`src/design/rraes_pkg.sv`:
```
// Shared types, constants and AES helper functions for the reduced-round AES byte probe.
package rraes_pkg;

    typedef logic [7:0] t_byte;
    typedef logic [127:0] t_block;

    localparam int unsigned SEL_W = 36;
    localparam int unsigned ROUND_W = 4;
    localparam int unsigned PADDR_W = 6;

    typedef enum logic [2:0] {
        REG_KEY_LOW   = 3'd0,
        REG_KEY_HIGH  = 3'd1,
        REG_BASE_LOW  = 3'd2,
        REG_BASE_HIGH = 3'd3,
        REG_ROUNDS    = 3'd4,
        REG_IN_SEL    = 3'd5,
        REG_OUT_SEL   = 3'd6,
        REG_NONE      = 3'd7
    } t_reg_idx;

    typedef struct packed {
        logic [ROUND_W-1:0] rounds;
        logic [SEL_W-1:0]   out_sel;
    } t_ctl;

    localparam t_byte SBOX [256] = '{
        8'h63,8'h7c,8'h77,8'h7b,8'hf2,8'h6b,8'h6f,8'hc5,8'h30,8'h01,8'h67,8'h2b,8'hfe,8'hd7,8'hab,8'h76,
        8'hca,8'h82,8'hc9,8'h7d,8'hfa,8'h59,8'h47,8'hf0,8'had,8'hd4,8'ha2,8'haf,8'h9c,8'ha4,8'h72,8'hc0,
        8'hb7,8'hfd,8'h93,8'h26,8'h36,8'h3f,8'hf7,8'hcc,8'h34,8'ha5,8'he5,8'hf1,8'h71,8'hd8,8'h31,8'h15,
        8'h04,8'hc7,8'h23,8'hc3,8'h18,8'h96,8'h05,8'h9a,8'h07,8'h12,8'h80,8'he2,8'heb,8'h27,8'hb2,8'h75,
        8'h09,8'h83,8'h2c,8'h1a,8'h1b,8'h6e,8'h5a,8'ha0,8'h52,8'h3b,8'hd6,8'hb3,8'h29,8'he3,8'h2f,8'h84,
        8'h53,8'hd1,8'h00,8'hed,8'h20,8'hfc,8'hb1,8'h5b,8'h6a,8'hcb,8'hbe,8'h39,8'h4a,8'h4c,8'h58,8'hcf,
        8'hd0,8'hef,8'haa,8'hfb,8'h43,8'h4d,8'h33,8'h85,8'h45,8'hf9,8'h02,8'h7f,8'h50,8'h3c,8'h9f,8'ha8,
        8'h51,8'ha3,8'h40,8'h8f,8'h92,8'h9d,8'h38,8'hf5,8'hbc,8'hb6,8'hda,8'h21,8'h10,8'hff,8'hf3,8'hd2,
        8'hcd,8'h0c,8'h13,8'hec,8'h5f,8'h97,8'h44,8'h17,8'hc4,8'ha7,8'h7e,8'h3d,8'h64,8'h5d,8'h19,8'h73,
        8'h60,8'h81,8'h4f,8'hdc,8'h22,8'h2a,8'h90,8'h88,8'h46,8'hee,8'hb8,8'h14,8'hde,8'h5e,8'h0b,8'hdb,
        8'he0,8'h32,8'h3a,8'h0a,8'h49,8'h06,8'h24,8'h5c,8'hc2,8'hd3,8'hac,8'h62,8'h91,8'h95,8'he4,8'h79,
        8'he7,8'hc8,8'h37,8'h6d,8'h8d,8'hd5,8'h4e,8'ha9,8'h6c,8'h56,8'hf4,8'hea,8'h65,8'h7a,8'hae,8'h08,
        8'hba,8'h78,8'h25,8'h2e,8'h1c,8'ha6,8'hb4,8'hc6,8'he8,8'hdd,8'h74,8'h1f,8'h4b,8'hbd,8'h8b,8'h8a,
        8'h70,8'h3e,8'hb5,8'h66,8'h48,8'h03,8'hf6,8'h0e,8'h61,8'h35,8'h57,8'hb9,8'h86,8'hc1,8'h1d,8'h9e,
        8'he1,8'hf8,8'h98,8'h11,8'h69,8'hd9,8'h8e,8'h94,8'h9b,8'h1e,8'h87,8'he9,8'hce,8'h55,8'h28,8'hdf,
        8'h8c,8'ha1,8'h89,8'h0d,8'hbf,8'he6,8'h42,8'h68,8'h41,8'h99,8'h2d,8'h0f,8'hb0,8'h54,8'hbb,8'h16
    };

    localparam t_byte RCON [10] = '{
        8'h01, 8'h02, 8'h04, 8'h08, 8'h10, 8'h20, 8'h40, 8'h80, 8'h1b, 8'h36
    };

    function automatic t_byte xtime(input t_byte a);
        return {a[6:0], 1'b0} ^ (a[7] ? 8'h1b : 8'h00);
    endfunction

    function automatic t_byte get_byte(input t_block b, input logic [3:0] i);
        return b[8*i +: 8];
    endfunction

    // Next round key; rcon_idx selects the round constant.
    function automatic t_block next_key(input t_block rk, input logic [3:0] rcon_idx);
        t_block o;
        t_byte t [4];
        t[0] = SBOX[rk[8*13 +: 8]] ^ RCON[rcon_idx];
        t[1] = SBOX[rk[8*14 +: 8]];
        t[2] = SBOX[rk[8*15 +: 8]];
        t[3] = SBOX[rk[8*12 +: 8]];
        o = rk;
        for (int i = 0; i < 4; i++) o[8*i +: 8] = rk[8*i +: 8] ^ t[i];
        for (int i = 4; i < 16; i++) o[8*i +: 8] = rk[8*i +: 8] ^ o[8*(i-4) +: 8];
        return o;
    endfunction

    function automatic t_block aes_round(input t_block s, input t_block rk, input logic mix);
        t_block t;
        t_byte a0, a1, a2, a3, all;
        for (int c = 0; c < 4; c++)
            for (int r = 0; r < 4; r++)
                t[8*(r+4*c) +: 8] = SBOX[s[8*(r + 4*((c+r) & 3)) +: 8]];
        if (mix) begin
            for (int c = 0; c < 4; c++) begin
                a0 = t[8*(4*c) +: 8];
                a1 = t[8*(4*c+1) +: 8];
                a2 = t[8*(4*c+2) +: 8];
                a3 = t[8*(4*c+3) +: 8];
                all = a0 ^ a1 ^ a2 ^ a3;
                t[8*(4*c) +: 8]   = a0 ^ all ^ xtime(a0 ^ a1);
                t[8*(4*c+1) +: 8] = a1 ^ all ^ xtime(a1 ^ a2);
                t[8*(4*c+2) +: 8] = a2 ^ all ^ xtime(a2 ^ a3);
                t[8*(4*c+3) +: 8] = a3 ^ all ^ xtime(a3 ^ a0);
            end
        end
        return t ^ rk;
    endfunction

    function automatic logic [3:0] clamp_count(input logic [3:0] n, input logic [3:0] lim);
        return (n > lim) ? lim : n;
    endfunction

endpackage

```
`src/design/rraes_cfg.sv`:
```
// APB register file holding key, base block, round count and byte selects.
module rraes_cfg
    import rraes_pkg::*;
(
    input  logic               i_clk,
    input  logic               i_rst_n,
    input  logic               psel,
    input  logic               penable,
    input  logic               pwrite,
    input  logic [PADDR_W-1:0] paddr,
    input  logic [63:0]        pwdata,
    output logic [63:0]        prdata,
    output logic               pready,
    output t_block             o_key,
    output t_block             o_base,
    output logic [ROUND_W-1:0] o_rounds,
    output logic [SEL_W-1:0]   o_in_sel,
    output logic [SEL_W-1:0]   o_out_sel
);
    logic [63:0]        r_key_lo, r_key_hi, r_base_lo, r_base_hi;
    logic [ROUND_W-1:0] r_rounds;
    logic [SEL_W-1:0]   r_in_sel, r_out_sel;
    t_reg_idx           w_idx;
    logic               w_wr;

    assign pready = 1'b1;
    assign w_wr   = psel & penable & pwrite & pready;
    assign w_idx  = t_reg_idx'(paddr[PADDR_W-1:3]);

    always_ff @(posedge i_clk) begin
        if (!i_rst_n) begin
            r_key_lo  <= '0;
            r_key_hi  <= '0;
            r_base_lo <= '0;
            r_base_hi <= '0;
            r_rounds  <= ROUND_W'(10);
            r_in_sel  <= '0;
            r_out_sel <= '0;
        end else if (w_wr) begin
            unique case (w_idx)
                REG_KEY_LOW:   r_key_lo  <= pwdata;
                REG_KEY_HIGH:  r_key_hi  <= pwdata;
                REG_BASE_LOW:  r_base_lo <= pwdata;
                REG_BASE_HIGH: r_base_hi <= pwdata;
                REG_ROUNDS:    r_rounds  <= pwdata[ROUND_W-1:0];
                REG_IN_SEL:    r_in_sel  <= pwdata[SEL_W-1:0];
                REG_OUT_SEL:   r_out_sel <= pwdata[SEL_W-1:0];
                default: ;
            endcase
        end
    end

    always_comb begin
        unique case (w_idx)
            REG_KEY_LOW:   prdata = r_key_lo;
            REG_KEY_HIGH:  prdata = r_key_hi;
            REG_BASE_LOW:  prdata = r_base_lo;
            REG_BASE_HIGH: prdata = r_base_hi;
            REG_ROUNDS:    prdata = {60'd0, r_rounds};
            REG_IN_SEL:    prdata = {28'd0, r_in_sel};
            REG_OUT_SEL:   prdata = {28'd0, r_out_sel};
            default:       prdata = '0;
        endcase
    end

    assign o_key     = {r_key_hi, r_key_lo};
    assign o_base    = {r_base_hi, r_base_lo};
    assign o_rounds  = r_rounds;
    assign o_in_sel  = r_in_sel;
    assign o_out_sel = r_out_sel;
endmodule

```
`config.mk`:
```
export PLATFORM = sky130hd
export DESIGN_NAME = rraes_cfg
export DESIGN_NICKNAME = d
export VERILOG_FILES = /design/src/design/rraes_pkg.sv /design/src/design/rraes_cfg.sv
export SDC_FILE = /design/constraint.sdc
export NUM_CORES = 1
export LEC_CHECK = 0
export ABC_CLOCK_PERIOD_IN_PS = 1200
export BUFFER_PORTS_ARGS = -buffer_cell sky130_fd_sc_hd__buf_2
export CAP_MARGIN = 20
export CORE_AREA = 2 2 184 186
export DETAILED_ROUTE_END_ITERATION = 8
export DIE_AREA = 0 0 186 188
export PLACE_DENSITY = 0.77
export SYNTH_ARGS = -nofsm -noshare
export SYNTH_HDL_FRONTEND = slang
export SYNTH_SLANG_ARGS = --single-unit
export TNS_END_PERCENT = 30
```
`constraint.sdc`:
```
create_clock -name i_clk -period 1.2 [get_ports i_clk]
set_input_delay 0 -clock i_clk [delete_from_list [all_inputs] [get_ports i_clk]]
set_output_delay 0 -clock i_clk [all_outputs]
set_load 0.05 [all_outputs]
```
**Word-level counts from Yosys, hierarchy flattened**

Cells that the tools add are included.

- Equal/unequal tests: 6
- Multiplexer cells: 1
- Bitwise operators: 2
- Reductions and logical operators: 8

Operators by type and width:

| kind | number |
|---|---|
| case mux 64 bit (7 select lines) | 1 |
| AND reduction 2 bit | 7 |
| equality test 3 bit, second input constant | 3 |
| equality test 3 x 2 -> 1 bit, second input constant | 2 |
| equality test 3 x 1 -> 1 bit, second input constant | 1 |
| logical NOT 3 bit | 1 |
| AND 1 bit | 2 |

- Flip-flop bits (word level): 332
- Bits of input ports: 75
- Output and inout bits: 397
- Logic and storage cells: 24

**Logic depth before layout (Yosys ltp)**

Gate-level depths: netlist (run 1).

- Word-level depth: 3
- Gate-level depth with buffers: 6
- Depth with buffers taken out: 3

**Worst setup path after synthesis (run 1)**

OpenSTA, ideal clock, no wires.

- Path type: register to output
- Start point: reg r_base_hi[0]
- End point: out prdata[0]
- Arrival time: 2.214 ns
- Data required time: 1.200 ns
- Path slack: -1.014 ns
- Stages on the path, launching flop included: 4
- Path buffers: 0
- Path through: dfxtp_1 mux2i_1 o221a_2 a221oi_1

- Longest elaborated chain between the ends: 1

Ends and longest elaborated chain:

| element | line | RTL |
|---|---|---|
| start, declared | rraes_cfg.sv:20 | `logic [63:0] r_key_lo, r_key_hi, r_base_lo, r_base_hi;` |
| start signal, assigned | rraes_cfg.sv:44 | `REG_BASE_HIGH: r_base_hi <= pwdata;` |
| case mux 64 bit (7 select lines) | rraes_cfg.sv:54 | `unique case (w_idx)` |
| end, declared | rraes_cfg.sv:12 | `output logic [63:0] prdata,` |

Every way passes these cells.

**Final worst setup path (run 1)**

- Start point: reg r_base_hi[51]
- End point: out prdata[51]

The elaborated chain is that of the path after synthesis.

==> results of run 1 <==
-- worst paths after layout --
| check | from | to |
|---|---|---|
| max reg2reg | r_base_hi[48] | r_base_hi[48] |
| max | r_base_hi[51] | prdata[51] |
| min reg2reg | r_key_hi[1] | r_key_hi[1] |
| min | penable | o_rounds[3] |
-- sequential cells by signal, indices dropped and copies added, names as in the netlist --
signal,count
r_base_hi,64
r_base_lo,64
r_key_hi,64
r_key_lo,64
o_in_sel,36
o_out_sel,36
o_rounds,4
-- power breakdown --
| group | total [mW] | internal, mW | switching (mW) |
|---|---|---|---|
| registers | 10.9 | 10.8 | 0.0709 |
| clock network | 11.2 | 6.45 | 4.72 |
| logic | 3.05 | 1.19 | 1.86 |
| total | 25.1 | 18.5 | 6.65 |
-- per-layer routing --
metal / track usage / vias up / share of wire
met2: 0.571 / 1055 / 0.48
met5: 0 / - / 0.00072
met1: 0.363 / 7255 / 0.35
met4: 0.183 / 2 / 0.060
li1: - / 6527 / -
met3: 0.0798 / 274 / 0.10
-- cells in the final DEF, fill, tap and decap left out, types with 5 or more instances in the layout --
cell             n
diode_2          5
inv_1            6
clkbuf_16       40
mux2i_1        391
a2bb2oi_2       19
buf_6          104
a221o_2          5
mux2i_2          6
dfxtp_4        124
clkbuf_8         5
a22o_1           7
a21oi_1         26
dfxtp_1         67
clkbuf_1        14
nor2b_4         30
buf_4          273
a2bb2oi_1        7
buf_12          47
dfxtp_2        141
buf_8           18
mux4_2          28
clkbuf_4        18
nand2_1        397
dlygate4sd3_1   65
a22oi_2         27
or2_4           27
buf_2          258
-- kinds of logic (layout without fill, tap and decap cells) --
family | after synthesis | in the layout | synth area share
compound gates | 108 | 108 | 0.0538
buf+inv | 128 | 858 | 0.0589
flops | 332 | 332 | 0.442
mux | 428 | 428 | 0.308
other cells | 1 | 6 | 0.000249
simple gates | 479 | 479 | 0.138
-- cells in the mapped netlist (2+ instances only) --
cell type    n
o311ai_0     2
o31ai_1      2
nor2b_1     34
buf_4       16
a2bb2oi_1   26
mux4_2      28
buf_1        2
a221o_1      5
o221a_2      2
nor2_1       3
or2_2       28
buf_8        3
clkbuf_1    53
a22o_1       7
a22oi_1     27
buf_12       6
a31oi_1      2
nand2_1    397
a221oi_1     3
dfxtp_1    332
inv_1        7
nor2_8       2
nor2_4       2
buf_6       26
o21ai_0      2
nand4b_1     2
a21oi_1     26
nor3_1       2
nand2b_1     4
mux2i_1    400
buf_2       15
o32ai_1      3
-- tightest hold or removal path, stage by stage --
cell and delay [ps]:
buf_2 130, nand4b_4 140, buf_4 160, o311ai_0 100
-- area by class of cell --
| cell class | count | area (um2) | share of cell area |
|---|---|---|---|
| multi-input cells | 1016 | 8240 | 0.346 |
| repair buffers | 784 | 6540 | 0.274 |
| well taps | 448 | 561 | 0.0235 |
| clock buffers | 59 | 1120 | 0.0471 |
| flip-flops and latches | 332 | 7290 | 0.306 |
| clock inverters | 8 | 51.3 | 0.00215 |
| inverters | 7 | 26.3 | 0.00110 |
| diodes | 5 | 12.5 | 0.000525 |
-- through the flow --
step                std cells  TNS [ps]
detailed placement       2446    -33220
floorplan                1476     -3830
CTS                      2643    -23730
finish                   2659    -25130
global placement         2446    -20660
global route             2656    -28740
-- what timing repair did --
action                     4_1_cts  5_1_grt
setup endpoints to repair      125      174
cloned                           0        0
hold buffers                    65        0
pin swaps                       34        5
setup buffers                   65       11
resized for setup              337      129
hold endpoints to repair       332        0
==> results by group, run 1 <==
Floorplanning
  • FP Rows: 67
  • Total core area: 33100 um2
  • Die X: 186 um
  • Die H: 188 um
  • Num ports: 472
  • Die area: 35000 um2
  • Starting Density: 0.455

Logic synthesis
  • Synthesized Nets: 1551
  • Flops & latches, synth: 332
  • Area share of the leading cell type in the synthesized netlist: 0.442
  • Synth area leader: dfxtp_1
  • Dominant cells by area after synthesis: dfxtp_1 (44%), mux2i_1 (27%), nand2_1 (9.9%)
  • Unique masters post-synth: 39
  • Yosys warnings: 0
  • Post-Syn Instances: 1476
  • Prevailing post-synth register cell: dfxtp_1
  • Sequential share of the synthesized area: 0.442
  • Synthesized area per cell: 10.2 um2
  • Async set-reset flop share out of synthesis: 0
  • Mapped Area: 15100 um2
  • Post-synth EDFFs: 0

Worst setup path
  • CP Data Arrival Time: 1750 ps
  • Top Family by Delay on Critical Path: multiplexers
  • CP Launch Type: flip-flop
  • R2R cell count: 3
  • CP max stage cell: mux4_2
  • CP Capture Type: output pin
  • CP Data Required Time: 1200 ps
  • Crit path depth: 3
  • Reg-to-reg setup timing slack: 50 ps
  • Kind of critical path: flip-flop to output pin
  • WP buf/inv: 1
  • Cell breakdown of the critical path: mux4_2 -> nor2b_4 -> buf_8
  • Crit-path max cell delay: 570 ps
  • CP max FO: 2

Clock tree
  • Worst-path clk slew: 60 ps
  • Clock sinks: 332
  • Clk Latency, worst-skew pair: 520 ps
  • H-tree Lvls: 2
  • Root Driver: clkbuf_16
  • Max Root-Sink Buffers: 3
  • CTS tree: built
  • Total CTS buffers: 37

Route
  • 1st-iter DRT viols: 1039
  • DRT Pass-1 Iters: 5
  • Avg Vias per Cell: 5.68
  • Avg WL per Cell: 24.0 um
  • Vias: 15100
  • Antenna Nets Post-Route: 0
  • DRC violations left: 0
  • Routed wire length: 63.7 mm

STA
  • RSZ-0062 raised after global routing: yes
  • Crit path time final: 1750 ps
  • Worst slew margin: 0.621
  • Final setup margin: -554 ps
  • Fin. max-slew vios: 0
  • Count of final hold-check violations: 0
  • Max Clk Rate: 570 MHz
  • Worst slew pin tran: 553 ps
  • Fin crit share: 1.46
  • Final Skew: 0 ps
  • Setup violators final: 87
  • Hold WS: 63.0 ps

Place
  • Dpl hpwl: 38.5 mm
  • PortBufs: 467
  • Cell Area, Placed: 20100 um2
  • Routability Congestion: 0.880
  • Pre-CTS WS: -198 ps

Final layout
  • Final core utilization: 0.720
  • Synth-to-Final Area Change: 58.3%
  • Final net count: 2253
  • Fill cell count: 2138
  • Layout cell share with drive strength beyond 1: 0.545
  • Final Instance Area: 23800 um2

Global routing
  • Initial antenna violation count: 3
  • Vias in the first global route: 15300
  • First-pass GRT wire length: 88.2 mm
  • Largest net degree at the start of global routing: 48
  • Total GRT Usage: 0.328
  • Grt total ovfl: 0

Run status
  • Outcome: finished, violations left
  • Failing checks: negative setup slack

Power and ir drop
  • Final Power: 25.1 mW
  • Leakage power: 9.91 nW
  • IR drop worst, VDD: 1.21 mV
  • Pwr Density: 1050 nW/um2

Worst hold path
  • Tightest Hold Check Type: input pin to flip-flop
  • Min-Delay Path Depth: 4

Run
  • Max cap viols: 0
Power figures use the tool's default switching activity.
==> run 2: changes to the inputs <==
--- a/config.mk
+++ b/config.mk
@@ -5,13 +5,14 @@
 export SDC_FILE = /design/constraint.sdc
 export NUM_CORES = 1
 export LEC_CHECK = 0
+export ABC_AREA = 1
 export ABC_CLOCK_PERIOD_IN_PS = 1200
 export BUFFER_PORTS_ARGS = -buffer_cell sky130_fd_sc_hd__buf_2
 export CAP_MARGIN = 20
 export CORE_AREA = 2 2 184 186
 export DETAILED_ROUTE_END_ITERATION = 8
 export DIE_AREA = 0 0 186 188
-export PLACE_DENSITY = 0.77
+export PLACE_DENSITY = 0.8
 export SYNTH_ARGS = -nofsm -noshare
 export SYNTH_HDL_FRONTEND = slang
 export SYNTH_SLANG_ARGS = --single-unit
==> run 2 against run 1 <==
The run still ends with negative setup slack left; total power rose by 5.0%; setup slack improved by 340 ps; critical path depth rose by 2; global-route usage rose by 3.2 points; first-iteration DRC count rose by 110%; critical endpoint is now prdata[21].
==> results by group, run 2 <==
Run status
  • Outcome: finished, violations left
  • Failing checks: negative setup slack

STA
  • Final setup margin: -214 ps
  • Setup tns final: -7510 ps
  • Count of final hold-check violations: 0
  • Setup violators final: 66
  • Fin. max-slew vios: 0
  • Final Skew: 0 ps
  • Crit path time final: 1410 ps
  • Max Clk Rate: 707 MHz
  • Fin crit share: 1.18
  • Hold WS: 71.8 ps
  • RSZ-0062 raised after global routing: yes

Worst setup path
  • CP Data Arrival Time: 1410 ps
  • Top Family by Delay on Critical Path: simple AND/OR/NAND/NOR gates
  • WP buf/inv: 1
  • CP most frequent cell: nand2_1
  • CP Capture Type: output pin
  • Kind of critical path: flip-flop to output pin
  • CP max FO: 2
  • CP Launch Type: flip-flop
  • CP Data Required Time: 1200 ps
  • Cell breakdown of the critical path: nand4_1 -> nand2_1 -> nor2_1 -> nand2_1 -> buf_6
  • CP max stage cell: dfxtp_2
  • R2R Path Start: o_in_sel[14]
  • Crit path from: o_out_sel[21]
  • Crit-path max cell delay: 350 ps

Global routing
  • Grt total ovfl: 0
  • Vias in the first global route: 19100
  • First-pass GRT wire length: 100 mm
  • Largest net degree at the start of global routing: 56
  • Total GRT Usage: 0.360
  • Initial antenna violation count: 0

Route
  • 1st-iter DRT viols: 2179
  • Routed wire length: 66.9 mm
  • Vias: 20300
  • Antenna Nets Post-Route: 0
  • DRT Pass-1 Iters: 6
  • Avg WL per Cell: 18.2 um
  • DRC violations left: 0
  • Avg Vias per Cell: 5.52

Power and ir drop
  • Proportion of power drawn by combinational gates: 0.124
  • Internal power: 19.4 mW
  • Sw frac: 0.266
  • IR drop worst, VDD: 0.978 mV
  • Pwr Density: 1120 nW/um2
  • Sequential power share: 0.428
  • Clk pwr share: 0.449
  • Psw: 7.01 mW
  • Leakage power: 11.8 nW

Place
  • PortBufs: 467
  • Dpl hpwl: 39.9 mm
  • Inst Count DP: 3454
  • Routability Congestion: 0.938

Floorplanning
  • Starting Density: 0.481
  • Die X: 186 um
  • Die area: 35000 um2
  • FP Rows: 67
  • Die H: 188 um
  • Num ports: 472
  • Total core area: 33100 um2

Logic synthesis
  • Flops & latches, synth: 332
  • Sequential share of the synthesized area: 0.417
  • Post-Syn Instances: 2627
  • Unique masters post-synth: 17
  • Synthesized area per cell: 6.07 um2
  • Mapped Area: 15900 um2
  • Most common library cells after synthesis: nand2_1 (912), nor2_1 (709), dfxtp_1 (332)
  • Count leader, synth: nand2_1
  • Dominant cells by area after synthesis: dfxtp_1 (42%), nand2_1 (21%), nor2_1 (17%)
  • Async set-reset flop share out of synthesis: 0
  • Post-synth EDFFs: 0
  • Area share of the leading cell type in the synthesized netlist: 0.417
  • Synthesized Nets: 2702
  • Synth area leader: dfxtp_1
  • Yosys warnings: 0
  • Prevailing post-synth register cell: dfxtp_1

Final layout
  • Layout cell share with drive strength beyond 1: 0.335
  • Synth-to-Final Area Change: 48.1%
  • Most common cell after layout, fill and taps aside: nand2_1
  • Final net count: 3276
  • Filler-free cell count of the finished design: 3676
  • Most frequent cells in the layout: nand2_1 (843), nor2_1 (678), buf_2 (278)
  • Final core utilization: 0.713
  • Fill cell count: 2354
  • Diodes inserted: 0

Clock tree
  • Clock sinks: 332
  • Root Driver: clkbuf_16
  • H-tree Lvls: 2
  • CTS tree: built
  • Max Root-Sink Buffers: 3
  • Total CTS buffers: 37
  • Worst-path clk slew: 60 ps
  • Clk Latency, worst-skew pair: 500 ps

Worst hold path
  • Tightest Hold Check Type: input pin to flip-flop
  • Hold Path Origin: paddr[3]

Run
  • Max cap viols: 0
==> run 2: tightest hold or removal path: stages <==
cell and delay (ps):
clkbuf_4 170, inv_6 50, nand2_4 70, nor2_1 70, nand3_1 70, nand2_1 40
nor2_1 70
==> run 2: what timing repair did <==
item | in CTS | in global routing
setup buffers | 70 | 17
endpoints found under the setup margin | 112 | 116
hold buffers | 65 | 0
gates cloned | 0 | 4
pin swaps | 99 | 54
endpoints found under the hold margin | 327 | 0
resized for setup | 490 | 163
==> run 2: kinds of logic (layout without fill, tap and decap cells) <==
family / after synthesis / after routing / share of synthesized area
other cells: 1 / 1 / 0.000235
buf+inv: 343 / 944 / 0.0891
flops: 332 / 332 / 0.417
compound gates: 1 / 1 / 0.000314
simple gates: 1950 / 1950 / 0.493
==> run 2: power groups by stage <==
stage	Combinational (mW)	Clock (mW)	Sequential, mW
2_1_floorplan	1.29	0	12.0
3_3_place_gp	2.70	0	11.5
3_5_place_dp	2.74	0	11.5
4_1_cts	3.06	11.9	11.3
5_1_grt	3.45	12.3	11.3
6_report	3.27	11.8	11.3
==> run 2: metrics by stage <==
| step | total power [mW] | cell area, um2 | setup slack (ps) |
|---|---|---|---|
| final | 26.4 | 23600 | -214 |
| after global routing | 27.0 | 23600 | -325 |
| after CTS | 26.2 | 23000 | -238 |
| after detailed placement | 14.3 | 19400 | -154 |
| after global placement | 14.2 | 19400 | -116 |
| after floorplan | 13.3 | 16000 | -68.8 |
==> run 2: cell type report <==
cell class | count | area (um2) | share of cell area
tap | 448 | 561 | 0.0237
sequential | 332 | 6960 | 0.295
clock inverter | 12 | 176 | 0.00747
inverter | 160 | 613 | 0.0260
multi-input combinational | 1952 | 8290 | 0.351
clock buffer | 54 | 1080 | 0.0458
timing repair buffer | 718 | 5930 | 0.251
==> run 2: worst paths after layout <==
check                  endpoint  slack, ps  cells after the start
hold / removal      o_rounds[0]         70                      7
setup reg to reg   o_in_sel[14]        360                      4
setup / recovery     prdata[21]       -210                      5
hold reg to reg   r_base_hi[63]        490                      2
==> run 2: per-layer routing <==
layer / global-route usage / wire length [um]
met1: 0.424 / 23600
met2: 0.584 / 30900
met3: 0.0808 / 7220
met4: 0.238 / 5210
met5: 0 / 0
==> run 3: changes to the inputs <==
--- a/config.mk
+++ b/config.mk
@@ -6,7 +6,7 @@
 export NUM_CORES = 1
 export LEC_CHECK = 0
 export ABC_AREA = 1
-export ABC_CLOCK_PERIOD_IN_PS = 1200
+export ABC_CLOCK_PERIOD_IN_PS = 1800
 export BUFFER_PORTS_ARGS = -buffer_cell sky130_fd_sc_hd__buf_2
 export CAP_MARGIN = 20
 export CORE_AREA = 2 2 184 186
==> constraint.sdc (replaced) <==
create_clock -name i_clk -period 1.8 [get_ports i_clk]
set_input_delay 0 -clock i_clk [delete_from_list [all_inputs] [get_ports i_clk]]
set_output_delay 0 -clock i_clk [all_outputs]
set_load 0.05 [all_outputs]
==> run 3 against run 2 <==
The flow now finishes without violations; critical endpoint is now prdata[39]; first-iteration DRC count is 26% lower; non-clock buffer count is 134 lower; setup slack better by 360 ps; total power is 36% lower; via count is 8.8% lower.
==> results by group, run 3 (synthesized netlist as in run 2, its figures left out) <==
Run status
  • Outcome: finished, final reports clean

STA
  • Hold WS: 146 ps
  • Crit path time final: 1650 ps
  • Max Clk Rate: 604 MHz
  • Final Skew: 0 ps
  • Fin crit share: 0.919
  • Setup violators final: 0
  • RSZ-0062 raised after global routing: no
  • Final setup margin: 145 ps
  • Count of final hold-check violations: 0
  • Setup tns final: 0 ps
  • Fin. max-slew vios: 0

Worst setup path
  • CP Capture Type: output pin
  • CP most frequent cell: nand2_1
  • WP buf/inv: 5
  • R2R Path Start: r_base_hi[50]
  • Reg-to-reg setup timing slack: 1140 ps
  • Crit-path max cell delay: 300 ps
  • CP Data Arrival Time: 1650 ps
  • Kind of critical path: input pin to output pin
  • CP max stage cell: buf_12
  • CP max FO: 77
  • CP Data Required Time: 1800 ps
  • R2r endpoint: r_base_hi[50]
  • Top Family by Delay on Critical Path: buffers and inverters
  • R2R cell count: 2
  • Cell breakdown of the critical path: buf_2 -> inv_2 -> nand2_1 -> nor2_4 -> buf_12 -> nand2_1 -> nand2_1 -> inv_1 -> nand2_1 -> buf_2
  • CP Launch Type: input pin

Final layout
  • Final core utilization: 0.621
  • Final Instance Area: 20600 um2
  • Most common cell after layout, fill and taps aside: nand2_1
  • Layout cell share with drive strength beyond 1: 0.189
  • Synth-to-Final Area Change: 29.0%
  • Filler-free cell count of the finished design: 3536
  • Final net count: 3141
  • Most frequent cells in the layout: nand2_1 (912), nor2_1 (707), buf_2 (465)

Power and ir drop
  • Clk pwr share: 0.440
  • Final Power: 16.8 mW
  • Sw frac: 0.262
  • Leakage power: 10.7 nW
  • Internal power: 12.4 mW
  • Proportion of power drawn by combinational gates: 0.112
  • Pwr Density: 816 nW/um2
  • Sequential power share: 0.448
  • IR drop worst, VDD: 0.666 mV
  • Psw: 4.40 mW

Global routing
  • First-pass GRT wire length: 88.7 mm
  • Vias in the first global route: 16800
  • Total GRT Usage: 0.317
  • M3 GR Usage: 0.0651
  • Grt total ovfl: 0
  • Largest net degree at the start of global routing: 78
  • GR Util met1: 0.389
  • Busiest grt layer: met2
  • Met2 Usage GRT: 0.519
  • Initial antenna violation count: 3

Floorplanning
  • Total core area: 33100 um2
  • Die H: 188 um
  • FP Rows: 67
  • Die area: 35000 um2
  • Num ports: 472
  • Starting Density: 0.481
  • Die X: 186 um

Clock tree
  • H-tree Lvls: 2
  • Total CTS buffers: 36
  • Clk Latency, worst-skew pair: 520 ps
  • CTS tree: built
  • Max Root-Sink Buffers: 3
  • Worst-path clk slew: 60 ps
  • Root Driver: clkbuf_16
  • Post-cts resize count: 0
  • Post-CTS setup buffer count: 0
  • Clock sinks: 332

Place
  • Cell Area, Placed: 18700 um2
  • Dpl hpwl: 37.3 mm
  • Pre-CTS WS: 175 ps
  • Routability Congestion: 0.886
  • PortBufs: 467
  • Inst Count DP: 3409

Worst hold path
  • Hold Path Origin: paddr[5]
  • Min-Delay Path Depth: 6
  • Worst hold endpoint: o_rounds[1]
  • Tightest Hold Check Type: input pin to flip-flop

Route
  • Routed wire length: 57.6 mm
  • DRC violations left: 0
  • Vias: 18500
  • Antenna Nets Post-Route: 0
  • Avg WL per Cell: 16.3 um
  • DRT Pass-1 Iters: 5
  • 1st-iter DRT viols: 1603
  • Avg Vias per Cell: 5.23

Run
  • Max cap viols: 0
==> run 3: cell types whose count changed in the layout (fill, tap and decap cells not counted), moves of 23 or more <==
cell / change
nor2_1: +29
buf_2: +187
dfxtp_1: +238
nand2_1: +69
buf_8: -29
buf_6: -46
buf_4: -188
nand2_2: -65
buf_12: -23
dfxtp_2: -230
clkbuf_4: -31
==> run 3: final cells by class <==
cell class | instances | area (um2)
Antenna cell | 3 | 7.51
Clock buffer | 50 | 1030
Clock inverter | 7 | 115
Fill cell | 3005 | 12600
Inverter | 160 | 606
Multi-Input combinational cell | 1952 | 7920
Sequential cell | 332 | 6650
Tap cell | 448 | 561
Timing Repair Buffer | 584 | 3670
==> run 3: worst max-delay path by stage <==
stage	slack (ps)	start	end	cells after the start
finish	150	paddr[4]	prdata[39]	10
global route	30	paddr[4]	prdata[24]	10
CTS	160	paddr[4]	prdata[29]	10
detailed placement	170	paddr[4]	prdata[29]	10
global placement	210	paddr[4]	prdata[29]	10
floorplan	510	paddr[3]	prdata[16]	10
==> run 3: metal layers <==
| metal | wire (um) | part of all wire | vias up |
|---|---|---|---|
| met1 | 22300 | 0.39 | 8360 |
| met5 | 0 | 0 | - |
| met2 | 26500 | 0.46 | 1030 |
| met3 | 5590 | 0.097 | 215 |
| met4 | 3270 | 0.057 | 0 |
| li1 | - | - | 8886 |
==> run 3: power by group through the flow <==
stage,clock network [mW],logic (mW),registers [mW]
detailed placement,0,1.72,7.68
finish,7.38,1.87,7.52
floorplan,0,0.856,8.00
CTS,7.40,1.85,7.52
global placement,0,1.70,7.68
global route,7.72,2.00,7.53
==> run 3: repair_timing <==
action | 4_1_cts | 5_1_grt
setup endpoints to repair | 0 | 0
endpoints found under the hold margin | 330 | 0
hold buffers | 67 | 0
==> run 3: worst min-delay path: cells and delay by family <==
kind	cells	cell delay (ps)
buffers and inverters	2	350
and+or+nand+nor	4	270
